==> config.mk <==
export PLATFORM = sky130hd
export DESIGN_NAME = msa_fill_store
export DESIGN_NICKNAME = d
export VERILOG_FILES = /design/src/rtl/msa_pkg.sv /design/src/rtl/msa_fill_store.sv
export SDC_FILE = /design/constraint.sdc
export NUM_CORES = 1
export LEC_CHECK = 0
export BUFFER_PORTS_ARGS = -buffer_cell sky130_fd_sc_hd__buf_2
export CORE_MARGIN = 4
export CORE_UTILIZATION = 35
export CTS_CLUSTER_SIZE = 8
export DETAILED_ROUTE_END_ITERATION = 7
export PLACE_DENSITY = 0.62
export SYNTH_ARGS = -nofsm -noshare
export SYNTH_HDL_FRONTEND = slang
export SYNTH_SLANG_ARGS = --single-unit
==> constraint.sdc <==
create_clock -name clk_i -period 1.84 [get_ports clk_i]
set_input_delay 0.184 -clock clk_i [delete_from_list [all_inputs] [get_ports clk_i]]
set_output_delay 0.184 -clock clk_i [all_outputs]
set_load 0.02 [all_outputs]
==> src/rtl/msa_pkg.sv <==
// Shared types and constants for the multi-stack shared array core.
package msa_pkg;

  typedef enum logic [1:0] {
    OP_PUSH    = 2'd0,
    OP_POP     = 2'd1,
    OP_DISPLAY = 2'd2,
    OP_NOP     = 2'd3
  } op_e;

  typedef enum logic [1:0] {
    ST_OK       = 2'd0,
    ST_OVERFLOW = 2'd1,
    ST_EMPTY    = 2'd2
  } status_e;

  // Width of the stack number field on the input word.
  localparam int unsigned StackNumWidth = 3;
  // Width used to compare a stack number against the stack count.
  localparam int unsigned StackCmpWidth = 7;
  localparam int unsigned ItemWidth     = 32;

endpackage

==> src/rtl/msa_fill_store.sv <==
// Fill count memory, one count per stack, with per-stack valid bits cleared by reset.
module msa_fill_store
  import msa_pkg::*;
#(
  parameter int unsigned NumStacks  = 8,
  parameter int unsigned IdxWidth   = 3,
  parameter int unsigned CountWidth = 7
) (
  input  logic                  clk_i,
  input  logic                  rst_ni,
  input  logic                  wr_en_i,
  input  logic [IdxWidth-1:0]   wr_idx_i,
  input  logic [CountWidth-1:0] wr_count_i,
  input  logic                  rd_en_i,
  input  logic [IdxWidth-1:0]   rd_idx_i,
  output logic [CountWidth-1:0] rd_count_o
);

  logic [CountWidth-1:0] mem [NumStacks];
  logic [NumStacks-1:0]  vld_q;
  logic [CountWidth-1:0] rd_raw_q;
  logic                  rd_vld_q;

  always_ff @(posedge clk_i) begin
    if (wr_en_i) begin
      mem[wr_idx_i] <= wr_count_i;
    end
    if (rd_en_i) begin
      rd_raw_q <= mem[rd_idx_i];
    end
  end

  always_ff @(posedge clk_i or negedge rst_ni) begin
    if (!rst_ni) begin
      vld_q    <= '0;
      rd_vld_q <= 1'b0;
    end else begin
      if (wr_en_i) begin
        vld_q[wr_idx_i] <= 1'b1;
      end
      if (rd_en_i) begin
        rd_vld_q <= vld_q[rd_idx_i];
      end
    end
  end

  // A stack never written since reset reads as empty.
  assign rd_count_o = rd_vld_q ? rd_raw_q : '0;

endmodule

==> metrics.cfg <==
[status]
outcome=complete, no violations

[placed_design]
gp_congestion=0.682
hpwlAfterDp_um=3240
placed_area_mm2=0.00309
io_buffer_count=23

[sta]
final_hold_viol_count=0
setup_violations=0
rsz0062_at_grt=no
slew_violations=0
max_slew_margin_pct=74.7
fin_tns_setup_ns=0
fmax_mhz=710
worst_slew_pin_slew_ns=0.380
finalCritPeriodShare_pct=76.6
period_needed_ns=1.41
fin_skew_ns=0.00574

[worst_setup_path]
timing.rr.start=mem[1][6]$_DFFE_PP_
cp_max_fo=1
r2r_setup_slack_ns=0.43
r2r_cells=2
crit_type=flip-flop to flip-flop
crit_path_end_kind=flip-flop
critPathLaunchType=flip-flop
critPathArrivalTime_ns=1.50
reg2reg_to=rd_raw_q[6]$_DFFE_PP_
required_ns=1.93

[cts]
cts_htree_levels=3
post_cts_buffers=0
clock_latency_ns=0.34
cts_tree=built
cts_max_path_buffers=2
cts_buffers=9
cts-root-buf=clkbuf_8
cts.sinks=72
clkTransAtPathRegs_ns=0.07
ctsResizeCount=0

[global_routing]
met2_usage_pct=18.3
grt_usage_pct=11.0
grt_start_max_net_pins=19
grt_pass1_wl_um=7560
grt_remaining_overflow=0
grtUsageMet1_pct=12.1
grtUsageMet3_pct=3.45
busiest_layer=met2
grt_pass1_vias=1422
antenna_found_initial=0

[routing]
antenna_left=0
drtIter0Drc=76
dr_total_vias=1309
routed_wl_um=4830
routedWlPerCell_um=17.3
drc=0
firstDrtPassIters=4
vias_per_cell=4.69

[floorplanning]
ios=24
core-area_mm2=0.00777
die_x_um=97.7
start_util_pct=36.2
placementRows=32
die_h_um=97.7
dieArea_mm2=0.00954

[min_path]
hold_class=input pin to flip-flop
worstHoldStart=wr_count_i[3]
holdPathEnd=mem[6][3]$_DFFE_PP_
holdPathStages=1

[pwr]
comb_power_share_pct=7.0
clkPwrFrac_pct=35.6
net-switching-power_mw=0.656
ir_drop_v=0.000353
swShare_pct=20.1
p_seq_share_pct=57.4
p_int_mw=2.60
p_per_area_mw_per_mm2=988
leakagePower_nw=1.15

[synthesis]
synth_seq_area_share_pct=75.2
postSynthAreaPerCell_um2=21.2
syn_nets=150
synth.distinct_cells=17
synthCells=133
ys_ff_latch=72
netlist_area_mm2=0.00281
yosysWarnings=0

[layout]
final_area_mm2=0.00330
fin_nets=189
drive_above_1_share_pct=38.4
area_growth_pct=17.2
diodes=0

[job]
maxCapViolCount=0

kinds of logic after synthesis:
kind of cell	Yosys count	share of synthesized area, %
multiplexers	27	17.7
AND/OR/NAND/NOR	28	5.42
buffers and inverters	6	1.69
flip-flops	72	75.2
final cells by class:
class	count	area, µm²
fill	688	4470
sequential	72	2120
multi-input combinational	55	649
timing repair buffer	33	205
clock buffer	14	184
tap	102	128
clock inverter	2	10.0
inverter	1	3.75
registers in the layout, summed over array words and instances, names as in the netlist:
name and count:
mem 56, rd_raw_q 7, vld_q 8, rd_vld_q 1
per-stage QoR:
step                util [%]  cells  setup WS [ns]  power, mW  hold WS (ns)
detailed placement      39.8    262          0.252       2.14        0.0410
global placement        39.8    262          0.295       2.12        0.0344
global route            42.4    279          0.380       3.39        0.0955
finish                  42.4    279          0.431       3.26         0.118
CTS                     42.4    279          0.426       3.30        0.0840
floorplan                  -    133          0.395       2.04        -0.112
per-layer routing:
layer	wire [µm]	up-vias
met5	0	-
met4	126	0
met2	2540	34
met3	226	10
li1	-	604
met1	1940	661
worst max path at each step:
stage / start / to / slack (ns) / cells after the start
global route: mem[1][6]$_DFFE_PP_ / rd_raw_q[6]$_DFFE_PP_ / 0.38 / 2
floorplan: rd_idx_i[0] / rd_raw_q[0]$_DFFE_PP_ / 0.39 / 4
global placement: rd_idx_i[0] / rd_raw_q[6]$_DFFE_PP_ / 0.30 / 4
detailed placement: rd_idx_i[0] / rd_raw_q[6]$_DFFE_PP_ / 0.25 / 4
finish: mem[1][6]$_DFFE_PP_ / rd_raw_q[6]$_DFFE_PP_ / 0.43 / 2
CTS: mem[1][6]$_DFFE_PP_ / rd_raw_q[6]$_DFFE_PP_ / 0.43 / 2
cells in the mapped netlist, drive strengths merged:
master   n  area, µm²
and2     7       43.8
nand2b   3       18.8
edfxtp  63       1890
clkbuf   2       7.51
inv      1       3.75
dfrtp    9        225
mux2i    5       50.1
or2      8       50.1
buf      3       36.3
nor3     2       10.0
nand2    2       7.51
mux4    15        368
nor2     6       22.5
mux2     7       78.8
timing repair:
action,4_1_cts,5_1_grt
hold endpoints to repair,9,0
setup endpoints to repair,0,0
hold buffers,1,0
power by group through the flow:
stage	Combinational (mW)	Sequential (mW)	Clock, mW
2_1_floorplan	0.147	1.89	0
3_3_place_gp	0.223	1.90	0
3_5_place_dp	0.232	1.90	0
4_1_cts	0.234	1.87	1.20
5_1_grt	0.251	1.87	1.27
6_report	0.229	1.87	1.16
cells in the final DEF (no fill, tap or decap), drive strengths merged:
master,count
and2,7
mux4,15
nand2b,3
buf,32
clkbuf,14
nand2,2
dlygate4sd3,1
mux2i,5
edfxtp,63
nor3,2
nor2,6
mux2,7
inv,1
dfrtp,9
or2,8
clkinv,2
worst max-delay path, stage by stage, from the launching register on:
cell and delay (ns):
edfxtp_1 0.38, mux4_1 0.52, mux2_2 0.27
Note: power is estimated with default switching activity, not from simulation.
